==> src/hw/rtl/montgomery_modular_exponentiation_top_defines.svh <==
// Assertion macros shared by the modular exponentiation RTL.
// No dependencies.
`ifndef MONTGOMERY_MODULAR_EXPONENTIATION_TOP_DEFINES_SVH
`define MONTGOMERY_MODULAR_EXPONENTIATION_TOP_DEFINES_SVH
`ifndef ASSERT_OFF
`define ASSERT_IMPLIES(label, clk, rst, a, b) \
  label: assert property (@(posedge clk) disable iff (rst) (a) |-> (b)) else $error("fail");
`define ASSERT_NEXT(label, clk, rst, a, b) \
  label: assert property (@(posedge clk) disable iff (rst) (a) |=> (b)) else $error("fail");
`else
`define ASSERT_IMPLIES(label, clk, rst, a, b)
`define ASSERT_NEXT(label, clk, rst, a, b)
`endif
`endif

==> src/hw/rtl/mme_pkg.sv <==
// Types and constants for the modular exponentiation block.
// No dependencies.
package mme_pkg;
  typedef struct packed {
    logic [1:0]  req_type;
    logic [1:0]  word_index;
    logic [31:0] word_data;
    logic        start_last;
  } mme_in_t;

  typedef struct packed {
    logic [1:0]  result_index;
    logic [31:0] result_word;
    logic        result_last;
  } mme_out_t;

  localparam logic [1:0] REQ_MOD = 2'd0;
  localparam logic [1:0] REQ_RSQ = 2'd1;
  localparam logic [1:0] REQ_EXP = 2'd2;
  localparam logic [1:0] REQ_BASE = 2'd3;
endpackage

==> src/hw/rtl/mme_mont_unit.sv <==
// Bit-serial Montgomery product over a word memory of partial and operand.
// Depends on mme_pkg and the defines header.
`include "montgomery_modular_exponentiation_top_defines.svh"
module mme_mont_unit #(
  parameter int NUM_WORDS = 5,
  parameter int WORD_BITS = 32
) (
  input  logic                             clk,
  input  logic                             rst,
  input  logic                             go,
  input  logic [7:0]                       rounds,
  input  logic [NUM_WORDS*WORD_BITS-1:0]   a,
  input  logic [NUM_WORDS*WORD_BITS-1:0]   b,
  input  logic [NUM_WORDS*WORD_BITS-1:0]   n,
  output logic                             done,
  output logic [NUM_WORDS*WORD_BITS-1:0]   p
);
  import mme_pkg::*;
  localparam int W = NUM_WORDS * WORD_BITS;
  localparam int IW = (NUM_WORDS > 1) ? $clog2(NUM_WORDS) : 1;

  typedef enum logic [1:0] {S_IDLE = 2'b01, S_RUN = 2'b10} st_t;
  st_t st;
  logic [7:0] cnt;
  // word-wise storage: partial sum and shifted operand, read and written per word
  logic [WORD_BITS-1:0] pmem [NUM_WORDS];
  logic [WORD_BITS-1:0] amem [NUM_WORDS];
  logic [IW-1:0] widx;
  // partial plus b plus n can carry two into the next word
  logic [1:0] carry;
  logic addb, addn;
  logic [WORD_BITS-1:0] plo, alo, nxt_top;
  logic [WORD_BITS+1:0] wsum;
  logic [WORD_BITS-1:0] pw, aw, bw, nw;
  logic                 phase; // 0 add pass, 1 shift pass
  logic [WORD_BITS-1:0] pprev, aprev;

  always_comb begin
    pw = pmem[widx];
    aw = amem[widx];
    bw = b[widx*WORD_BITS +: WORD_BITS];
    nw = n[widx*WORD_BITS +: WORD_BITS];
    wsum = {2'b0, pw} + (addb ? {2'b0, bw} : '0) + (addn ? {2'b0, nw} : '0)
      + {{WORD_BITS{1'b0}}, carry};
    plo = pw; alo = aw; nxt_top = '0;
  end

  always_ff @(posedge clk) begin
    if (rst) begin
      st <= S_IDLE;
      done <= 1'b0;
      cnt <= '0;
      widx <= '0;
      phase <= 1'b0;
      carry <= 2'b0;
    end else begin
      done <= 1'b0;
      case (st)
        S_IDLE: if (go) begin
          for (int i = 0; i < NUM_WORDS; i++) begin
            pmem[i] <= '0;
            amem[i] <= a[i*WORD_BITS +: WORD_BITS];
          end
          cnt <= '0; widx <= '0; phase <= 1'b0; carry <= 2'b0;
          addb <= a[0];
          addn <= a[0] & b[0];
          if (rounds == 8'd0) begin
            done <= 1'b1;
            for (int i = 0; i < NUM_WORDS; i++) p[i*WORD_BITS +: WORD_BITS] <= '0;
          end else st <= S_RUN;
        end
        S_RUN: begin
          if (!phase) begin
            pmem[widx] <= wsum[WORD_BITS-1:0];
            carry <= wsum[WORD_BITS+1:WORD_BITS];
            if (widx == IW'(NUM_WORDS-1)) begin
              widx <= '0; phase <= 1'b1;
            end else widx <= widx + 1'b1;
          end else begin
            // shift right by one, low word first, using the next word's low bit
            if (widx == IW'(NUM_WORDS-1)) begin
              pmem[widx] <= pw >> 1;
              amem[widx] <= aw >> 1;
              widx <= '0; phase <= 1'b0; carry <= 2'b0;
              cnt <= cnt + 1'b1;
              if (cnt + 8'd1 == rounds) begin
                st <= S_IDLE; done <= 1'b1;
                for (int i = 0; i < NUM_WORDS - 1; i++)
                  p[i*WORD_BITS +: WORD_BITS] <= pmem[i];
                p[W-1 -: WORD_BITS] <= pw >> 1;
              end else begin
                addb <= amem[0][0];
                addn <= pmem[0][0] ^ (amem[0][0] & b[0]);
              end
            end else begin
              pmem[widx] <= {pmem[widx+1'b1][0], pw[WORD_BITS-1:1]};
              amem[widx] <= {amem[widx+1'b1][0], aw[WORD_BITS-1:1]};
              if (widx == '0) begin
                addb <= aw[1];
                addn <= pw[1] ^ (aw[1] & b[0]);
              end
              widx <= widx + 1'b1;
            end
          end
        end
        default: st <= S_IDLE;
      endcase
    end
  end

  logic unused;
  assign unused = ^{plo, alo, nxt_top, pprev, aprev};
  assign pprev = '0;
  assign aprev = '0;

  `ASSERT_IMPLIES(a_run_not_go, clk, rst, st == S_RUN, !done)
  `ASSERT_NEXT(a_done_idle, clk, rst, done, st == S_IDLE)
  `ASSERT_IMPLIES(a_cnt_bound, clk, rst, st == S_RUN, cnt < rounds)
endmodule

==> src/hw/rtl/montgomery_modular_exponentiation_top.sv <==
// Top level: operand load, exponentiation sequencer, result words.
// Depends on mme_pkg, mme_mont_unit and the defines header.
//
// Channel | Handshake        | Payload
// in      | start / busy     | in_item (mme_in_t)
// cfg     | cfg_valid/ready  | cfg_data (exp_bits)
// out     | out_valid strobe | out_item (mme_out_t)
//
// A start beat runs up to 2*exp_bits+3 products (a multiply is skipped for each
// clear exponent bit). Each product takes exp_bits rounds of an add pass and a
// shift pass over the words; after the last product, NUM_WORDS-1 result words
// leave on consecutive cycles.
// Reset is synchronous and sets exp_bits to 128. The receiver cannot stall.
`include "montgomery_modular_exponentiation_top_defines.svh"
module montgomery_modular_exponentiation_top #(
  parameter int NUM_WORDS = 5,
  parameter int WORD_BITS = 32
) (
  input  logic             clk,
  input  logic             rst,
  input  logic             start,
  output logic             busy,
  input  mme_pkg::mme_in_t in_item,
  input  logic             cfg_valid,
  output logic             cfg_ready,
  input  logic [7:0]       cfg_data,
  output logic             out_valid,
  output mme_pkg::mme_out_t out_item
);
  import mme_pkg::*;
  localparam int W = NUM_WORDS * WORD_BITS;
  localparam int DW = NUM_WORDS - 1;
  localparam int BW = $clog2(WORD_BITS);
  localparam int XW = $clog2(DW);

  typedef enum logic [5:0] {
    S_IDLE = 6'b000001, S_K1 = 6'b000010, S_KM = 6'b000100,
    S_LOOP = 6'b001000, S_OUT1 = 6'b010000, S_EMIT = 6'b100000
  } st_t;
  st_t st;
  logic [7:0] exp_bits;
  logic [WORD_BITS-1:0] nst [DW];
  logic [WORD_BITS-1:0] kst [DW];
  logic [WORD_BITS-1:0] est [DW];
  logic [WORD_BITS-1:0] mst [DW];
  logic [W-1:0] prod, sq, n, k, m, one, ma, mb;
  logic [W-1:0] mp;
  logic go, mdone, waiting, sq_phase;
  logic [7:0] i;
  logic [7:0] inext;
  logic [2:0] oi;
  logic ebit;

  assign busy = (st != S_IDLE);
  assign cfg_ready = (st == S_IDLE);

  always_comb begin
    n = '0; k = '0; m = '0; one = '0; one[0] = 1'b1;
    for (int j = 0; j < DW; j++) begin
      n[j*WORD_BITS +: WORD_BITS] = nst[j];
      k[j*WORD_BITS +: WORD_BITS] = kst[j];
      m[j*WORD_BITS +: WORD_BITS] = mst[j];
    end
    // exponent bit for the next round; bits past the stored words read as zero
    inext = i + 8'd1;
    ebit = 1'b0;
    if (32'(inext) < 32'(DW*WORD_BITS)) ebit = est[inext[BW +: XW]][inext[BW-1:0]];
  end

  mme_mont_unit #(.NUM_WORDS(NUM_WORDS), .WORD_BITS(WORD_BITS)) u_mont (
    .clk(clk), .rst(rst), .go(go), .rounds(exp_bits),
    .a(ma), .b(mb), .n(n), .done(mdone), .p(mp));

  always_ff @(posedge clk) begin
    if (start && !busy && {1'b0, in_item.word_index} < 3'(DW)) begin
      case (in_item.req_type)
        REQ_MOD: nst[in_item.word_index] <= in_item.word_data[WORD_BITS-1:0];
        REQ_RSQ: kst[in_item.word_index] <= in_item.word_data[WORD_BITS-1:0];
        REQ_EXP: est[in_item.word_index] <= in_item.word_data[WORD_BITS-1:0];
        default: mst[in_item.word_index] <= in_item.word_data[WORD_BITS-1:0];
      endcase
    end
  end

  always_ff @(posedge clk) begin
    if (rst) begin
      st <= S_IDLE; exp_bits <= 8'd128; go <= 1'b0; waiting <= 1'b0;
      out_valid <= 1'b0; i <= '0; oi <= '0; sq_phase <= 1'b0;
      prod <= '0; sq <= '0;
    end else begin
      go <= 1'b0; out_valid <= 1'b0;
      case (st)
        S_IDLE: begin
          if (cfg_valid) exp_bits <= cfg_data;
          if (start && in_item.req_type == REQ_BASE && in_item.start_last) begin
            st <= S_K1; ma <= k; mb <= one; go <= 1'b1; waiting <= 1'b1;
          end
        end
        S_K1: if (mdone && !go) begin
          prod <= mp; st <= S_KM; ma <= k; go <= 1'b1;
          mb <= m;
        end
        S_KM: if (mdone && !go) begin
          sq <= mp; i <= '0;
          if (exp_bits == 8'd0) begin
            st <= S_OUT1; ma <= prod; mb <= one; go <= 1'b1; sq_phase <= 1'b0;
          end else begin
            st <= S_LOOP; go <= 1'b1; mb <= mp;
            // multiply step skipped when the bit is clear
            if (est[0][0]) begin
              ma <= prod; sq_phase <= 1'b0;
            end else begin
              ma <= mp; sq_phase <= 1'b1;
            end
          end
        end
        S_LOOP: if (mdone && !go) begin
          if (!sq_phase) begin
            prod <= mp; sq_phase <= 1'b1; ma <= sq; mb <= sq; go <= 1'b1;
          end else begin
            sq <= mp;
            if (i + 8'd1 == exp_bits) begin
              st <= S_OUT1; ma <= prod; mb <= one; go <= 1'b1;
            end else begin
              i <= i + 8'd1; st <= S_LOOP; go <= 1'b1; mb <= mp;
              if (ebit) begin
                sq_phase <= 1'b0; ma <= prod;
              end else begin
                sq_phase <= 1'b1; ma <= mp;
              end
            end
          end
        end
        S_OUT1: if (mdone && !go) begin
          prod <= mp; st <= S_EMIT; oi <= '0;
        end
        S_EMIT: begin
          out_valid <= 1'b1;
          out_item.result_index <= oi[1:0];
          out_item.result_word <= 32'(prod[oi*WORD_BITS +: WORD_BITS]);
          out_item.result_last <= (oi == 3'(DW-1));
          if (oi == 3'(DW-1)) st <= S_IDLE;
          oi <= oi + 1'b1;
        end
        default: st <= S_IDLE;
      endcase
    end
  end

  logic unused;
  assign unused = ^{waiting};

  `ASSERT_IMPLIES(a_cfg_idle, clk, rst, cfg_ready, !busy)
  `ASSERT_NEXT(a_emit_last_idle, clk, rst, st == S_EMIT && oi == 3'(DW-1), st == S_IDLE)
  `ASSERT_IMPLIES(a_out_busy, clk, rst, out_valid && !out_item.result_last, busy)
endmodule

==> config.mk <==
export PLATFORM = sky130hd
export DESIGN_NAME = montgomery_modular_exponentiation_top
export DESIGN_NICKNAME = d
export VERILOG_FILES = /design/src/hw/rtl/mme_pkg.sv /design/src/hw/rtl/mme_mont_unit.sv /design/src/hw/rtl/montgomery_modular_exponentiation_top.sv
export VERILOG_INCLUDE_DIRS = /design/src /design/src/hw/rtl
export SDC_FILE = /design/constraint.sdc
export NUM_CORES = 2
export LEC_CHECK = 0
export BUFFER_PORTS_ARGS = -buffer_cell sky130_fd_sc_hd__buf_4
export CAP_MARGIN = 25
export CORE_ASPECT_RATIO = 0.5
export CORE_MARGIN = 2
export CORE_UTILIZATION = 61
export CTS_CLUSTER_SIZE = 16
export DETAILED_ROUTE_END_ITERATION = 8
export PLACE_DENSITY = 0.8
export SLEW_MARGIN = 15
export SYNTH_ARGS = -nofsm -noshare
export SYNTH_HDL_FRONTEND = slang
export SYNTH_SLANG_ARGS = --single-unit
==> constraint.sdc <==
create_clock -name clk -period 36.9 [get_ports clk]
set_input_delay 7.38 -clock clk [delete_from_list [all_inputs] [get_ports clk]]
set_output_delay 7.38 -clock clk [all_outputs]
set_load 0.02 [all_outputs]
==> summary.txt <==
Timing
  – Final min period: 10.11 ns
  – Max frequency: 0.0989 GHz
  – Worst-Margin Slew: 1.27 ns
  – Final worst slack: 26.79 ns
  – Clock Skew: 0.0490 ns
  – Final hold vios: 0
  – Setup-failing EPs final: 0
  – RSZ-0062 raised after global routing: false
  – Fin Setup TNS: 0 ns
  – Slew headroom: 14.9%
  – Slew Limit Fails: 0
  – Final period utilization: 27.4%

Drt
  – Antenna Violating Nets Remaining: 0
  – Vias/cell: 7.09
  – Routed WL: 301 mm
  – Vias: 62700
  – DRT iter0 DRCs: 12800
  – Detailed Routing Iterations Pass 1: 9
  – DR DRC count: 5
  – WL per Instance: 34.0 microns

Outcome
  – Outcome: finished with violations
  – Violated checks: design-rule violations

Synthesis
  – Synth unique cells: 74
  – Async set-reset flop share out of synthesis: 0%
  – Synth area leader: edfxtp_1
  – Synth top area share: 54.1%
  – Syn_area_per_cell: 12.4 sq um
  – Most common cell in the synthesized netlist: edfxtp_1
  – Seq/Total Area, Yosys: 62.7%
  – Post-synth EDFFs: 1538
  – Commonest cells in the netlist: edfxtp_1, nand2_1, a21oi_1, clkbuf_1, dfxtp_1
  – Post-Syn Area: 85400 sq um
  – Largest cells by area after synthesis: edfxtp_1, dfxtp_1, mux4_2, nand2_1, a21oi_1
  – Synthesized instance count: 6871
  – Top_reg_cell synth: edfxtp_1
  – Yosys reg bits: 1904
  – Yosys warning count: 0
  – Post-synth net total: 7027

Floorplan
  – Full die area: 143000 sq um
  – Core Box Area: 139000 sq um
  – Die width: 533 microns
  – Initial core utilization: 61.2%
  – Row Count: 97
  – Die height: 269 microns
  – IO Pins: 87

Clock tree
  – Post-CTS Setup Bufs: 0
  – Clock Latency Late Sink: 0.83 ns
  – Clock transition at path regs: 0.07 ns
  – Clock Tree Buf Depth: 3
  – # hold bufs at CTS: 0
  – TritonCTS Sinks: 1904
  – CTS H-tree lvls: 4
  – PostCTS Resize Cnt: 0
  – CTS tree: yes
  – Number of buffers created by CTS: 162
  – CTS Root Cell: clkbuf_16

Setup path
  – Flop-to-flop setup slack: 28.54 ns
  – Startpoint Class: register
  – Setup crit end kind: output port
  – Critical Path RT: 29.52 ns
  – Worst r2r src: u_mont.widx[0]
  – Crit path max fanout: 13
  – CP Class: register to output port
  – Worst Path Arrival: 2.73 ns
  – R2r endpoint: u_mont.pmem[6][30]
  – FF-to-FF path depth: 17

Cells and area
  – Nets: 6948
  – Share of cells above drive strength 1: 13.2%
  – Seq. cell area: 53500 sq um
  – Layout area overhead: 9.77%
  – FILL cells: 9563
  – Area occupied by multi-input gates: 29600 sq um

Global routing
  – Largest net degree at the start of global routing: 166
  – GRT overflow: 0
  – Initial antenna violation count: 26
  – Global-route wire length before repair: 416 mm
  – Number of global-route vias before repair: 58100
  – All-Layer GR Usage: 41.1%

Run
  – Max cap viols: 0

Placed design
  – Dpl hpwl: 186 mm
  – DP Worst Slack: 26.10 ns
  – Placer Congestion: 1.00
  – Port Buffers: 86

Power and ir drop
  – Total power: 5350 uW
  – Max IR drop VDD: 0.0000501 V
  – Power Dens Cells: 57.1 nW/um^2
  – Leak: 0.0331 uW

Hold path
  – Hold Crit Class: register to register
  – Hold_sp: sq[67]
  – Hold Path Depth: 2
  – Endpoint, Worst Hold: sq[67]
[stage by stage]
| step | cell area [sq um] | hold slack, ns | utilization, % | cells |
|---|---|---|---|---|
| 5_1_grt | 93700 | 0.468 | 67.2 | 8819 |
| 4_1_cts | 93400 | 0.452 | 67.0 | 8801 |
| 6_report | 93700 | 0.453 | 67.2 | 8837 |
| 3_3_place_gp | 88000 | 0.438 | 63.1 | 8489 |
| 3_5_place_dp | 88100 | 0.443 | 63.2 | 8497 |
| 2_1_floorplan | 85400 | 0.432 | - | 6871 |
[critical path, stage by stage (launching register included)]
cell and delay (ns):
dfxtp_1 0.38, nor4_1 0.40, nand3b_1 0.41, inv_1 0.25, buf_4 0.27, buf_4 0.19
[state kept, by name (all words and copies together) (netlist names), 6 cells and up, named ones only]
register     count
exp_bits         8
st               6
prod           159
mb             159
sq             159
kst            128
u_mont.pmem    256
u_mont.amem    256
u_mont.cnt       8
out_item        35
est            128
nst            128
u_mont.p       159
i                8
mst            128
ma             159
[cell usage in the layout, fill, tap and decap left out, types with 159 or more instances in the layout]
master     instances
buf_4            202
clkbuf_16        163
inv_1            217
a21oi_1          615
and2_1           159
mux2_2           164
dfxtp_1          358
edfxtp_1        1538
mux4_2           197
o21ai_0          354
nand2_1         1169
nor2b_1          163
nor2_1           282
mux2i_1          238
[metal layers]
| layer | up-vias | share of wire [%] | global-route usage (%) |
|---|---|---|---|
| li1 | 25200 | - | - |
| met1 | 30700 | 35 | 54.5 |
| met2 | 5753 | 39 | 54.4 |
| met3 | 1013 | 21 | 24.0 |
| met4 | 32 | 4.8 | 17.7 |
| met5 | - | 0.16 | 1.45 |
[cell families after synthesis]
logic type      after synthesis  share of synthesized area [%]
buf+inv                     690                           3.13
mux                         599                           10.1
flops                      1904                           62.7
compound gates             1513                           11.3
simple gates               2013                           10.4
xor+xnor                     45                          0.462
fa+ha+maj                   107                           1.87
[power breakdown]
| part | switching (uW) | internal, uW | total (uW) |
|---|---|---|---|
| logic | 657 | 264 | 920 |
| clock network | 823 | 933 | 1760 |
| registers | 111 | 2560 | 2670 |
| total | 1590 | 3760 | 5350 |
[area by class of cell]
class                           instances  area share (%)
Inverter                              220           0.881
Multi-Input combinational cell       4277            31.6
Timing Repair Buffer                  227            2.17
Sequential cell                      1904            57.1
Antenna cell                           24          0.0641
Tap cell                             1881            2.51
Clock inverter                         84           0.940
Clock buffer                          220            4.74
[worst max path at each step]
stage               slack [ns]  startpoint  depth (start not counted)            endpoint
detailed placement       26.10         rst                          9   u_mont.pmem[4][5]
finish                   26.79       st[2]                          5           cfg_ready
global placement         26.13         rst                          9   u_mont.pmem[4][4]
global route             26.68         rst                          9   u_mont.pmem[4][9]
floorplan                 6.32         rst                          3               ma[0]
CTS                      26.91         rst                          9  u_mont.pmem[4][10]
Power figures use the tool's default switching activity.
